### src/rtl/iqf_pkg.sv
`default_nettype none
package iqf_pkg;

  localparam int RAW_W      = 8;
  localparam int SAMPLE_W   = 9;
  localparam int IDX_IN_W   = 7;
  localparam int COEF_IN_W  = 16;
  localparam int TAPCNT_W   = 8;
  localparam int GAIN_W     = 16;
  localparam int GAIN_SHIFT = 16;
  localparam int OUT_W      = 32;
  localparam int CFG_IDX_W  = 2;
  localparam int CFG_DATA_W = 16;

  localparam logic [RAW_W-1:0] SAMPLE_BIAS = 8'd127;

  localparam logic OP_SAMPLE = 1'b0;
  localparam logic OP_COEF   = 1'b1;

  localparam logic [CFG_IDX_W-1:0] REG_TAP_COUNT   = 2'd0;
  localparam logic [CFG_IDX_W-1:0] REG_OUTPUT_GAIN = 2'd1;

  localparam logic [TAPCNT_W-1:0] TAP_COUNT_RESET   = 8'd128;
  localparam logic [GAIN_W-1:0]   OUTPUT_GAIN_RESET = 16'd655;

  // Tags that travel with each tap product through the MAC pipeline
  typedef struct packed {
    logic valid;
    logic first;
    logic last;
  } mac_ctrl_t;

endpackage
`default_nettype wire

### src/rtl/iqf_tap_store.sv
`default_nettype none
module iqf_tap_store #(
  parameter int MAX_TAPS  = 128,
  parameter int COEF_BITS = 16
) (
  input  wire logic                                    clk,
  input  wire logic                                    wr_en,
  input  wire logic        [iqf_pkg::IDX_IN_W-1:0]     wr_index,
  input  wire logic signed [iqf_pkg::COEF_IN_W-1:0]    wr_value,
  input  wire logic                                    rd_en,
  input  wire logic        [$clog2(MAX_TAPS)-1:0]      rd_addr,
  output logic signed      [COEF_BITS-1:0]             rd_coef
);

  localparam int AW = $clog2(MAX_TAPS);
  localparam int EW = (COEF_BITS > iqf_pkg::COEF_IN_W) ? COEF_BITS : iqf_pkg::COEF_IN_W;
  localparam logic signed [EW-1:0] COEF_HI = EW'((64'sd1 <<< (COEF_BITS - 1)) - 64'sd1);
  localparam logic signed [EW-1:0] COEF_LO = -COEF_HI - EW'(1);

  logic signed [COEF_BITS-1:0] mem [MAX_TAPS];
  logic signed [EW-1:0]        value_ext;
  logic signed [COEF_BITS-1:0] value_sat;
  logic                        index_ok;

  always_comb begin
    value_ext = EW'(wr_value);
    if (value_ext > COEF_HI) begin
      value_sat = COEF_BITS'(COEF_HI);
    end else if (value_ext < COEF_LO) begin
      value_sat = COEF_BITS'(COEF_LO);
    end else begin
      value_sat = COEF_BITS'(value_ext);
    end
    // drop loads aimed past the end of the table
    index_ok = (int'(wr_index) < MAX_TAPS);
  end

  always_ff @(posedge clk) begin
    if (wr_en && index_ok) begin
      mem[AW'(wr_index)] <= value_sat;
    end
    if (rd_en) begin
      rd_coef <= mem[rd_addr];
    end
  end

endmodule
`default_nettype wire

### config.mk
export PLATFORM = sky130hd
export DESIGN_NAME = iqf_tap_store
export DESIGN_NICKNAME = d
export VERILOG_FILES = /design/src/rtl/iqf_pkg.sv /design/src/rtl/iqf_tap_store.sv
export SDC_FILE = /design/constraint.sdc
export NUM_CORES = 2
export LEC_CHECK = 0
export BUFFER_PORTS_ARGS = -buffer_cell sky130_fd_sc_hd__buf_2
export CORE_ASPECT_RATIO = 0.6
export CORE_MARGIN = 2
export CORE_UTILIZATION = 33
export CTS_CLUSTER_SIZE = 40
export DETAILED_ROUTE_END_ITERATION = 7
export PLACE_DENSITY = 0.44
export SLEW_MARGIN = 20
export SYNTH_ARGS = -nofsm -noshare
export SYNTH_HDL_FRONTEND = slang
export SYNTH_SLANG_ARGS = --single-unit
### constraint.sdc
create_clock -name clk -period 5.51 [get_ports clk]
set_clock_uncertainty 0.1 [all_clocks]
set_input_delay 0.8265 -clock clk [delete_from_list [all_inputs] [get_ports clk]]
set_output_delay 0.8265 -clock clk [all_outputs]
set_load 0.005 [all_outputs]
Word-level counts from Yosys, hierarchy flattened:

Memories as Yosys holds them, arrays and structs flattened. A register that Yosys moved wholly into a read port is not among the register bits.
Index checks and enable logic that the tools add are counted.

* order comparisons: 2
* mux-type cells: 4

Operator list (count)
* 2-to-1 mux 16 bit: 2
* > comparator 16 bit, second input constant: 1
* less-than comparator 16 bit, second input constant: 1
* 2-to-1 mux 1 bit: 2

* bits in writable memories: 2048
* output and inout port bits: 16
* memories kept: 1
* flip-flop bits (word level): 0

Memories
* mem: depth 128, bits a word 16, rd ports 1, clocked after memory_dff 1, write ports 1, line iqf_tap_store.sv:20 `logic signed [COEF_BITS-1:0] mem [MAX_TAPS];`

Logic depth before layout (Yosys ltp):

* depth in word-level cells: 3
* mapped depth: 7

Worst setup path before layout:

No wires, ideal clock.

* path type: input-to-reg
* start: in rd_addr[0]
* end: reg rd_coef[0], read port of mem, data pin
* stages: 6
* slack: 1.939 ns
* arrival: 3.212 ns
* cells stage by stage: buf_2 > buf_1 > mux4_2 > mux4_2 > mux4_2 > mux2_2

RTL lines
* start: declaration: line iqf_tap_store.sv:11 `input wire logic [$clog2(MAX_TAPS)-1:0] rd_addr,`
* end: declaration: line iqf_tap_store.sv:12 `output logic signed [COEF_BITS-1:0] rd_coef`

==> flow_summary.yaml <==
timing:
  fmax_ghz: 0.293
  period_share_pct: 61.9
  final_hold_viol_count: 0
  worst_pin_slew_ns: 1.11
  tns_ns: 0
  max_slew_margin_pct: 26.1
  drv_slew: 0
  final-setup-viol-count: 0
  fin_crit_ns: 3.41
  rsz0062_at_grt: "no"
logic_synthesis:
  ys_types: 15
  yosys_register_bits: 2064
  syn-mean-instance-area_um2: 25.4
  netlist_area_um2: 78700
  ys_seq_area_share_pct: 78.7
  synth_nets: 3135
  syn_inst: 3102
  yosysWarnings: 0
placement:
  placed_area_um2: 84400
  io_buffers: 48
  place.gp.congestion: 0.807
  dpl.hpwl_um: 141000
floorplanning:
  initial_core_util_pct: 33.3
  die_w_um: 635
  rows: 138
  fp.dieArea_um2: 243000
  design.core.area_um2: 237000
  die_y_um: 382
  io_pins: 49
flow_run:
  drv_cap: 0
routing:
  drt_iter0_drc: 5060
  ant_nets: 0
  drcViolationCount: 6
  viasPerCell: 5.41
  dr_total_vias: 36200
  wl_um: 228000
  wl_per_cell_um: 34.1
  first_pass_iters: 8
final_layout:
  layout-drive-gt1-share_pct: 36.3
  fin_nets: 3413
  fillers: 20900
  fin_area_um2: 90400
  syn_to_final_growth_pct: 14.8
worst_setup_path:
  reg2regPathDepth: 4
  cp_slowest_cell: "mux4_2"
  slowest_delay_ns: 0.60
  crit_path_cell_trace: "buf_8 > buf_12 > buf_4 > mux4_2 > mux4_2 > mux4_2 > mux2_2"
  crit_buf_inv: 3
  crit_type: "input pin to flop"
  timing.rr.start: "mem[110][11]$_DFFE_PP_"
  ff2ff_setup_slack_ns: 2.72
  cp_max_fo: 48
  arrival_ns: 3.88
  cp-end-kind: "flop"
  cp-start-kind: "input pin"
  rr_endpoint: "rd_coef[11]$_DFFE_PP_"
  critical_path.most_common_cell: "mux4_2"
  cpLargestDelayFamily: "multiplexers"
  critPathRequiredTime_ns: 5.98
cts:
  cts_max_path_buffers: 4
  clk_pin_slew_ns: 0.06
  cts_tree: "yes"
  cts_resized: 0
  numCtsBuffers: 196
  cts.sinks: 2064
  clockRootBuffer: "clkbuf_16"
  post-cts-setup-buffer-count: 0
  htreeDepth: 4
  postCtsHoldBufs: 0
  insertion_delay_ns: 0.84
power_and_ir_drop:
  p_per_area_nw_per_um2: 355
  vdd_drop_max_mv: 0.226
  leakagePower_nw: 27.4
global_routing:
  grt_pass1_vias: 36400
  track_usage_pct: 18.8
  grt_first_pass_wirelength_um: 311000
  grt_max_degree: 112
  antenna_found_initial: 39
  gr-total-overflow: 0
worst_hold_path:
  holdPathEnd: "mem[86][5]$_DFFE_PP_"
  hold_path.startpoint: "wr_value[5]"
  hold_path_class: "input pin to flop"
  min_path_cells: 1
outcome:
  violations: "DRC"
  status: "finished with violations"
## registers in the layout, indices dropped and copies added (netlist names)
signal   cells
mem       2048
rd_coef     16
## through the flow
step	worst slack (ns)	hold slack [ns]	utilization, %	power [mW]	cells
6_report	2.10	0.277	38.2	32.1	6685
5_1_grt	2.08	0.226	38.2	33.1	6674
4_1_cts	2.11	0.199	38.2	32.5	6673
3_5_place_dp	1.20	1.11	35.7	19.5	6332
3_3_place_gp	1.21	1.10	35.7	19.5	6332
2_1_floorplan	1.94	0.839	-	18.7	3102
## placed cells by master, fill, tap and decap left out, drive strengths merged, types with 7 or more instances in the layout
master	instances
edfxtp	2064
mux4	672
buf	260
clkbuf	227
nor2	122
clkinv	92
mux2	16
nand2	14
bufinv	13
diode	12
nand3	12
nor3	9
nor2b	7
clkinvlp	7
## routing by layer
| metal | vias to the layer above | GRT usage (%) | part of all wire (%) |
|---|---|---|---|
| met5 | - | 0 | 0.029 |
| met4 | 10 | 3.41 | 1.7 |
| met3 | 285 | 4.12 | 8.3 |
| met2 | 1487 | 26.6 | 43 |
| met1 | 20300 | 29.7 | 47 |
| li1 | 14100 | - | - |
## cells by family (layout without fill, tap and decap cells)
kind of cell	after synthesis	after routing	synth area share, %
muxes	688	688	19.4
buffers and inverters	180	601	0.960
and+or+nand+nor	170	170	0.885
DFF	2064	2064	78.7
other	0	12	0
## Yosys cell counts
cell / number / area share (%)
nand2b_1: 2 / 0.016
edfxtp_1: 2064 / 79
nand3_1: 12 / 0.076
mux4_2: 672 / 19
buf_1: 22 / 0.10
nand2_1: 14 / 0.067
nor2_1: 122 / 0.58
buf_6: 2 / 0.029
nor3_1: 9 / 0.057
clkbuf_1: 104 / 0.50
or3_1: 1 / 0.0079
mux2_2: 16 / 0.23
nand4_1: 3 / 0.024
buf_2: 52 / 0.33
nor2b_1: 7 / 0.056
## worst reg2reg max path, stage by stage (launching register included)
cell and delay, ns:
edfxtp_1 0.38, mux4_2 0.52, mux4_2 0.65, mux4_2 0.63, mux2_2 0.30
## worst max-delay path by stage
stage,startpoint,end,slack [ns],depth (start not counted)
after detailed placement,rd_addr[0],rd_coef[6]$_DFFE_PP_,1.20,7
after global routing,rd_addr[0],rd_coef[8]$_DFFE_PP_,2.08,7
after CTS,rd_addr[0],rd_coef[6]$_DFFE_PP_,2.11,7
final,rd_addr[2],rd_coef[2]$_DFFE_PP_,2.10,7
after global placement,rd_addr[0],rd_coef[6]$_DFFE_PP_,1.21,7
after floorplan,rd_addr[0],rd_coef[0]$_DFFE_PP_,1.94,6
## report_power, final
group / leakage (nW) / switching (mW) / internal [mW]
logic: 5.89 / 1.07 / 0.655
registers: 18.6 / 0.0424 / 17.4
clock network: 2.93 / 5.81 / 7.19
## cell type report
class | count | area [um2] | share of cell area, %
Clock inverter | 114 | 895 | 0.989
Timing Repair Buffer | 260 | 2220 | 2.45
Antenna cell | 12 | 30.0 | 0.0332
Sequential cell | 2064 | 62000 | 68.5
Multi-Input combinational cell | 858 | 16300 | 18.0
Tap cell | 3150 | 3940 | 4.36
Clock buffer | 227 | 5080 | 5.62
No activity file was read; power rests on OpenSTA's default activity.
