**config.mk**
```make
export PLATFORM = sky130hd
export DESIGN_NAME = iqf_mac
export DESIGN_NICKNAME = d
export VERILOG_FILES = /design/src/rtl/iqf_pkg.sv /design/src/rtl/iqf_mac.sv
export SDC_FILE = /design/constraint.sdc
export NUM_CORES = 2
export LEC_CHECK = 0
export ABC_CLOCK_PERIOD_IN_PS = 6300
export BUFFER_PORTS_ARGS = -buffer_cell sky130_fd_sc_hd__buf_4
export CAP_MARGIN = 20
export CORE_MARGIN = 4
export CORE_UTILIZATION = 45
export DETAILED_ROUTE_END_ITERATION = 6
export PLACE_DENSITY = 0.66
export SYNTH_ARGS = -nofsm -noshare
export SYNTH_HDL_FRONTEND = slang
export SYNTH_SLANG_ARGS = --single-unit
```
**constraint.sdc**
```tcl
create_clock -name clk -period 6.3 [get_ports clk]
set_input_delay 0.63 -clock clk [delete_from_list [all_inputs] [get_ports clk]]
set_output_delay 0.63 -clock clk [all_outputs]
set_load 0.05 [all_outputs]
```
**src/rtl/iqf_pkg.sv**
```systemverilog
`default_nettype none
package iqf_pkg;

  localparam int RAW_W      = 8;
  localparam int SAMPLE_W   = 9;
  localparam int IDX_IN_W   = 7;
  localparam int COEF_IN_W  = 16;
  localparam int TAPCNT_W   = 8;
  localparam int GAIN_W     = 16;
  localparam int GAIN_SHIFT = 16;
  localparam int OUT_W      = 32;
  localparam int CFG_IDX_W  = 2;
  localparam int CFG_DATA_W = 16;

  localparam logic [RAW_W-1:0] SAMPLE_BIAS = 8'd127;

  localparam logic OP_SAMPLE = 1'b0;
  localparam logic OP_COEF   = 1'b1;

  localparam logic [CFG_IDX_W-1:0] REG_TAP_COUNT   = 2'd0;
  localparam logic [CFG_IDX_W-1:0] REG_OUTPUT_GAIN = 2'd1;

  localparam logic [TAPCNT_W-1:0] TAP_COUNT_RESET   = 8'd128;
  localparam logic [GAIN_W-1:0]   OUTPUT_GAIN_RESET = 16'd655;

  // Tags that travel with each tap product through the MAC pipeline
  typedef struct packed {
    logic valid;
    logic first;
    logic last;
  } mac_ctrl_t;

endpackage
`default_nettype wire

```
**src/rtl/iqf_mac.sv**
```systemverilog
`default_nettype none
module iqf_mac #(
  parameter int MAX_TAPS  = 128,
  parameter int COEF_BITS = 16
) (
  input  wire logic                                 clk,
  input  wire logic                                 rst,
  input  wire iqf_pkg::mac_ctrl_t                   ctrl,
  input  wire logic signed [iqf_pkg::SAMPLE_W-1:0]  x_i,
  input  wire logic signed [iqf_pkg::SAMPLE_W-1:0]  x_q,
  input  wire logic signed [COEF_BITS-1:0]          coef,
  input  wire logic        [iqf_pkg::GAIN_W-1:0]    gain,
  output logic                                      done,
  output logic signed      [iqf_pkg::OUT_W-1:0]     filtered_i,
  output logic signed      [iqf_pkg::OUT_W-1:0]     filtered_q
);

  localparam int AW     = $clog2(MAX_TAPS);
  localparam int PW     = iqf_pkg::SAMPLE_W + COEF_BITS;
  localparam int ACC_W  = PW + AW;
  localparam int GW     = ACC_W + iqf_pkg::GAIN_W + 1;
  localparam int SHW    = GW - iqf_pkg::GAIN_SHIFT;
  localparam int EXT_W  = (SHW > iqf_pkg::OUT_W) ? SHW : iqf_pkg::OUT_W + 1;
  localparam int OW     = iqf_pkg::OUT_W;

  iqf_pkg::mac_ctrl_t ctrl_p;
  logic signed [PW-1:0]    prod_i, prod_q;
  logic signed [ACC_W-1:0] acc_i, acc_q;
  logic                    acc_done;
  logic signed [GW-1:0]    scaled_i, scaled_q;
  logic                    scaled_done;
  logic signed [EXT_W-1:0] ext_i, ext_q;
  logic signed [OW-1:0]    sat_i, sat_q;

  function automatic logic signed [OW-1:0] saturate(input logic signed [EXT_W-1:0] v);
    logic [EXT_W-OW:0] top;
    top = v[EXT_W-1:OW-1];
    if (top == '0 || top == '1) begin
      saturate = v[OW-1:0];
    end else if (v[EXT_W-1]) begin
      saturate = {1'b1, {(OW-1){1'b0}}};
    end else begin
      saturate = {1'b0, {(OW-1){1'b1}}};
    end
  endfunction

  always_ff @(posedge clk) begin
    if (rst) begin
      ctrl_p      <= '0;
      acc_done    <= 1'b0;
      scaled_done <= 1'b0;
      done        <= 1'b0;
    end else begin
      ctrl_p      <= ctrl;
      acc_done    <= ctrl_p.valid && ctrl_p.last;
      scaled_done <= acc_done;
      done        <= scaled_done;
    end
  end

  always_ff @(posedge clk) begin
    if (ctrl.valid) begin
      prod_i <= x_i * coef;
      prod_q <= x_q * coef;
    end
    if (ctrl_p.valid) begin
      if (ctrl_p.first) begin
        acc_i <= ACC_W'(prod_i);
        acc_q <= ACC_W'(prod_q);
      end else begin
        acc_i <= acc_i + ACC_W'(prod_i);
        acc_q <= acc_q + ACC_W'(prod_q);
      end
    end
    if (acc_done) begin
      scaled_i <= acc_i * $signed({1'b0, gain});
      scaled_q <= acc_q * $signed({1'b0, gain});
    end
    // hold the result until the next word is finished
    if (scaled_done) begin
      filtered_i <= sat_i;
      filtered_q <= sat_q;
    end
  end

  // floor shift by dropping the fraction bits, then clip to 32 bits
  always_comb begin
    ext_i = EXT_W'($signed(scaled_i[GW-1:iqf_pkg::GAIN_SHIFT]));
    ext_q = EXT_W'($signed(scaled_q[GW-1:iqf_pkg::GAIN_SHIFT]));
    sat_i = saturate(ext_i);
    sat_q = saturate(ext_q);
  end

endmodule
`default_nettype wire

```
After elaboration in Yosys (flattened, before gate mapping)
Cells that the tools add are included.
Word-level totals
  flip-flop bits (word level): 282
  word-level logic and storage cells: 33
Operators by class
  reductions and logical operators: 5
  equality and inequality tests: 2
  $mul: 4
  add/sub/neg operators: 2
  multiplexer cells: 6
Operators by type and width (count)
  two-way mux 32 bit: 6
  multiplier 32 x 17 -> 49 bit: 2
  adder 32 x 25 -> 32 bit: 2
  multiplier 9 x 16 -> 25 bit: 2
  equality test 2 bit (second input constant): 2
  zero test 2 bit: 2
  logical OR 1 bit: 2
  logical AND 1 bit: 1

Longest topological paths before layout
  word-level depth: 3
  gate-level depth with buffers: 27
  gate-level depth less buffers: 25

Least setup slack after synthesis
OpenSTA, ideal clock, no wires.
  kind: input-to-reg
  start point: input port gain[2] in the netlist's numbering
  end point: register scaled_q[46], data pin
  data required time: 6.042 ns
  setup time: 0.258 ns
  cell stages on the path: 24
  slack: -0.474 ns
  path buffers: 2
  arrival time: 6.516 ns
  path through: clkbuf_1 > clkbuf_1 > nand2_1 > fa_1 > fa_1 > fa_1 > inv_1 > fa_1 > fa_1 > inv_1 > fa_1 > inv_1 > ha_1 > a211o_1 > a21oi_1 > o21a_2 > and4bb_1 > o41ai_2 > o31a_1 > o31a_4 > o21bai_4 > a21oi_2 > o21ba_1 > xnor2_1
On the way
  word-level cells in the longest chain between the ends: 1
RTL lines
  start: declaration: RTL line iqf_mac.sv:12  | input wire logic [iqf_pkg::GAIN_W-1:0] gain,
  multiplier 32 x 17 -> 49 bit: RTL line iqf_mac.sv:77  | scaled_q <= acc_q * $signed({1'b0, gain});
  end signal: assignment: RTL line iqf_mac.sv:77
  end: declaration: RTL line iqf_mac.sv:30  | logic signed [GW-1:0] scaled_i, scaled_q;
No other way between the ends.
A chain may end at the register's enable or synchronous reset.

Worst setup path in the final report
  start point: register acc_q[9]
  end point: register scaled_q[42], data pin
On the way
  word-level cells in the longest chain between the ends: 1
RTL lines
  start: declaration: RTL line iqf_mac.sv:28  | logic signed [ACC_W-1:0] acc_i, acc_q;
  start signal: assignment: RTL line iqf_mac.sv:69  | acc_q <= ACC_W'(prod_q);
  start signal: assignment: RTL line iqf_mac.sv:72  | acc_q <= acc_q + ACC_W'(prod_q);
  multiplier 32 x 17 -> 49 bit: RTL line iqf_mac.sv:77
No other way between the ends.

==> metrics.txt <==
total wire length 136,500 um; largest net degree at the start of global routing 65; Clk pin slew, worst setup/hold paths 0.06 ns; CP max-delay cell fa_2; Placed Area 61,810 sq um; Final Hold Vio Count 0; CTS root buffer clkbuf_16; status finished with violations; Via density 5.053; I/O Buffers 119; commonest non-fill, non-tap cells in the layout 1,342 x inv_1, 1,190 x fa_1, 811 x nand2_1; min setup slack post-route -0.3924 ns; DR WL/cell 17.29 um; startpoint types flip-flop; Clock Skew 0.03428 ns; Worst Tran Pin Value 1.039 ns; GR Util met2 35.73%; crit-path most repeated cell fa_1; Post-synth EDFFs 244; Die Y 360.2 um; Syn Area/Cell 9.594 sq um; final setup violating endpoints 32; Worst path max stage delay 0.59 ns; grt ovf 0; Core Area 122,500 sq um; global-route usage over all layers 21.73%; Most Crowded Layer GR met2; Max clock buf depth 3; fin crit period 6.692 ns; First DRT Iteration DRCs 2,030; HP Class in2reg; GPL Wtd Cong 0.8903; CP Cell Sequence buf_12 -> buf_12 -> and2_1 -> fa_1 -> fa_1 -> fa_2 -> fa_1 -> fa_1 -> inv_1 -> fa_1 -> inv_1 -> ha_4 -> a211o_1 -> a21oi_2 -> o21a_4 -> and4bb_1 -> o41ai_4 -> o31a_1 -> buf_6 -> o21ai_4 -> a21o_1 -> a21oi_2 -> xnor2_2; drc violations 0; Setup TNS -5.109 ns; met1 Usage GRT 30.55%; Core Rows 128; Synth Instances 5,818; register bit total from synthesis 250; syn nets 7,487; commonest non-fill, non-tap cell in the layout inv_1; Die ar. 129,700 sq um; share of cells above drive strength 1 14.21%; sequential element share of the synthesized area 13.34%; nets 7,912; Yosys warning count 0; post-detail-place hpwl 111,100 um; initial core utilization 45.56%; number of global-route vias before repair 43.64k; unrepaired setup endpoints after global routing true; Clk Latency, worst-skew pair 0.60 ns; Finished Cell Area 64,490 sq um; 1st-pass router iterations 7; Top FF cell, synth edfxtp_1; antenna violations before repair 4; routed via count 39.87k; Max-slew headroom 30.71%; post-synthesis cell type count 73; Arrival @ worst endpoint 6.99 ns; CTS Buf Count 35; maxcap violations 0; first-pass GRT wire length 228,700 um; Crit Path Class reg2reg; clk sinks 250; IO Pins 120; die width 360.2 um; crit-path max FO 8; CTS H-tree lvls 2; Worst EP required 6.60 ns; Max Slew Vio Count 0; Crit. End Element flip-flop; Antenna Nets Post-Route 0; period utilization 106.2%; met3 usage 3.045%; failing checks setup timing; final design utilization 52.64%; area of the mapped netlist 55,820 sq um; Fmax 0.1494 GHz; Synth-to-Final Area Change 15.54%; Post-CTS Hold Buffers 0; Setup Slack @ Placement -0.9460 ns; Async SR Flop Fraction 0%; CTS tree yes
## cell type report
cell class / instances / area [sq um]
Clock inverter: 15 / 136.4
Inverter: 1365 / 5124
Antenna cell: 2 / 5.005
Timing Repair Buffer: 634 / 5510
Tap cell: 1625 / 2033
Fill cell: 11010 / 58030
Multi-Input combinational cell: 3957 / 43270
Sequential cell: 250 / 7460
Clock buffer: 43 / 948.4
## worst max-delay path: cells and delay by family, from the launching register on
| family | cells | cell delay (ns) |
|---|---|---|
| compound gates | 8 | 1.80 |
| xor+xnor | 1 | 0.14 |
| fa+ha+maj | 7 | 3.12 |
| buf+inv | 5 | 0.53 |
| flops | 1 | 0.43 |
| simple gates | 2 | 0.37 |
## cells in the mapped netlist (all sizes together) (6+ instances only)
cell type	number	area, sq um
a211oi	14	115.1
a21o	113	848.3
a21oi	124	635.6
a31oi	11	75.07
a41oi	7	68.82
and2	564	3528
and3	18	112.6
clkbuf	242	908.4
dfxtp	6	120.1
edfxtp	244	7327
fa	1214	24300
ha	400	5005
inv	1365	5124
nand2	818	3070
nand2b	44	275.3
nand3	27	135.1
nand4	15	100.1
nor2	79	296.5
nor2b	22	137.6
nor3	43	215.2
nor4	6	37.54
o211ai	14	110.1
o21a	33	249.0
o21ai	117	593.1
o21bai	15	123.9
o31ai	8	60.06
o41ai	6	75.08
or2	8	50.05
or3	8	50.05
xnor2	111	972.2
xor2	56	490.5
## flip-flops by register name, summed over array words and instances (netlist names), 25 cells and up
register    count
filtered_i     32
acc_q          32
acc_i          32
scaled_i       33
filtered_q     32
prod_q         25
prod_i         25
scaled_q       33
## cells by family after synthesis
family	Yosys count	share of synthesized area, %
multiplexers	7	0.1345
XOR/XNOR	167	2.620
flip-flops	250	13.34
buffers and inverters	1611	10.83
AO/OA/AOI/OAI	498	5.922
AND/OR/NAND/NOR	1671	14.64
adder cells (fa/ha/maj)	1614	52.51
## metal layers
metal,vias to the layer above,part of all wire (%)
li1,18230,-
met1,20390,44
met2,1035,47
met3,214,6.2
met4,4,2.6
met5,-,0.020
## per-stage QoR
step           std cells  hold slack [ns]
4_1_cts             7847           0.2179
5_1_grt             7890           0.2349
2_1_floorplan       5818           0.3952
6_report            7891           0.2494
3_5_place_dp        7755           0.4080
3_3_place_gp        7755           0.3978
## repair_timing
action,CTS,global route
pin swaps,42,93
buffers inserted,34,46
setup endpoints to repair,36,41
resized for setup,80,150
cloned,1,0
## final timing paths
check	start	endpoint	slack (ns)	cells past startpoint
setup reg to reg	acc_q[9]	scaled_q[42]	-0.39	23
setup / recovery	acc_q[9]	scaled_q[42]	-0.39	23
hold / removal	rst	ctrl_p[1]	0.25	2
hold reg to reg	ctrl_p[2]	acc_done	0.43	2
Power is not shown: default switching activity piles up to over one toggle a cycle in this logic, so the estimate is an artifact.
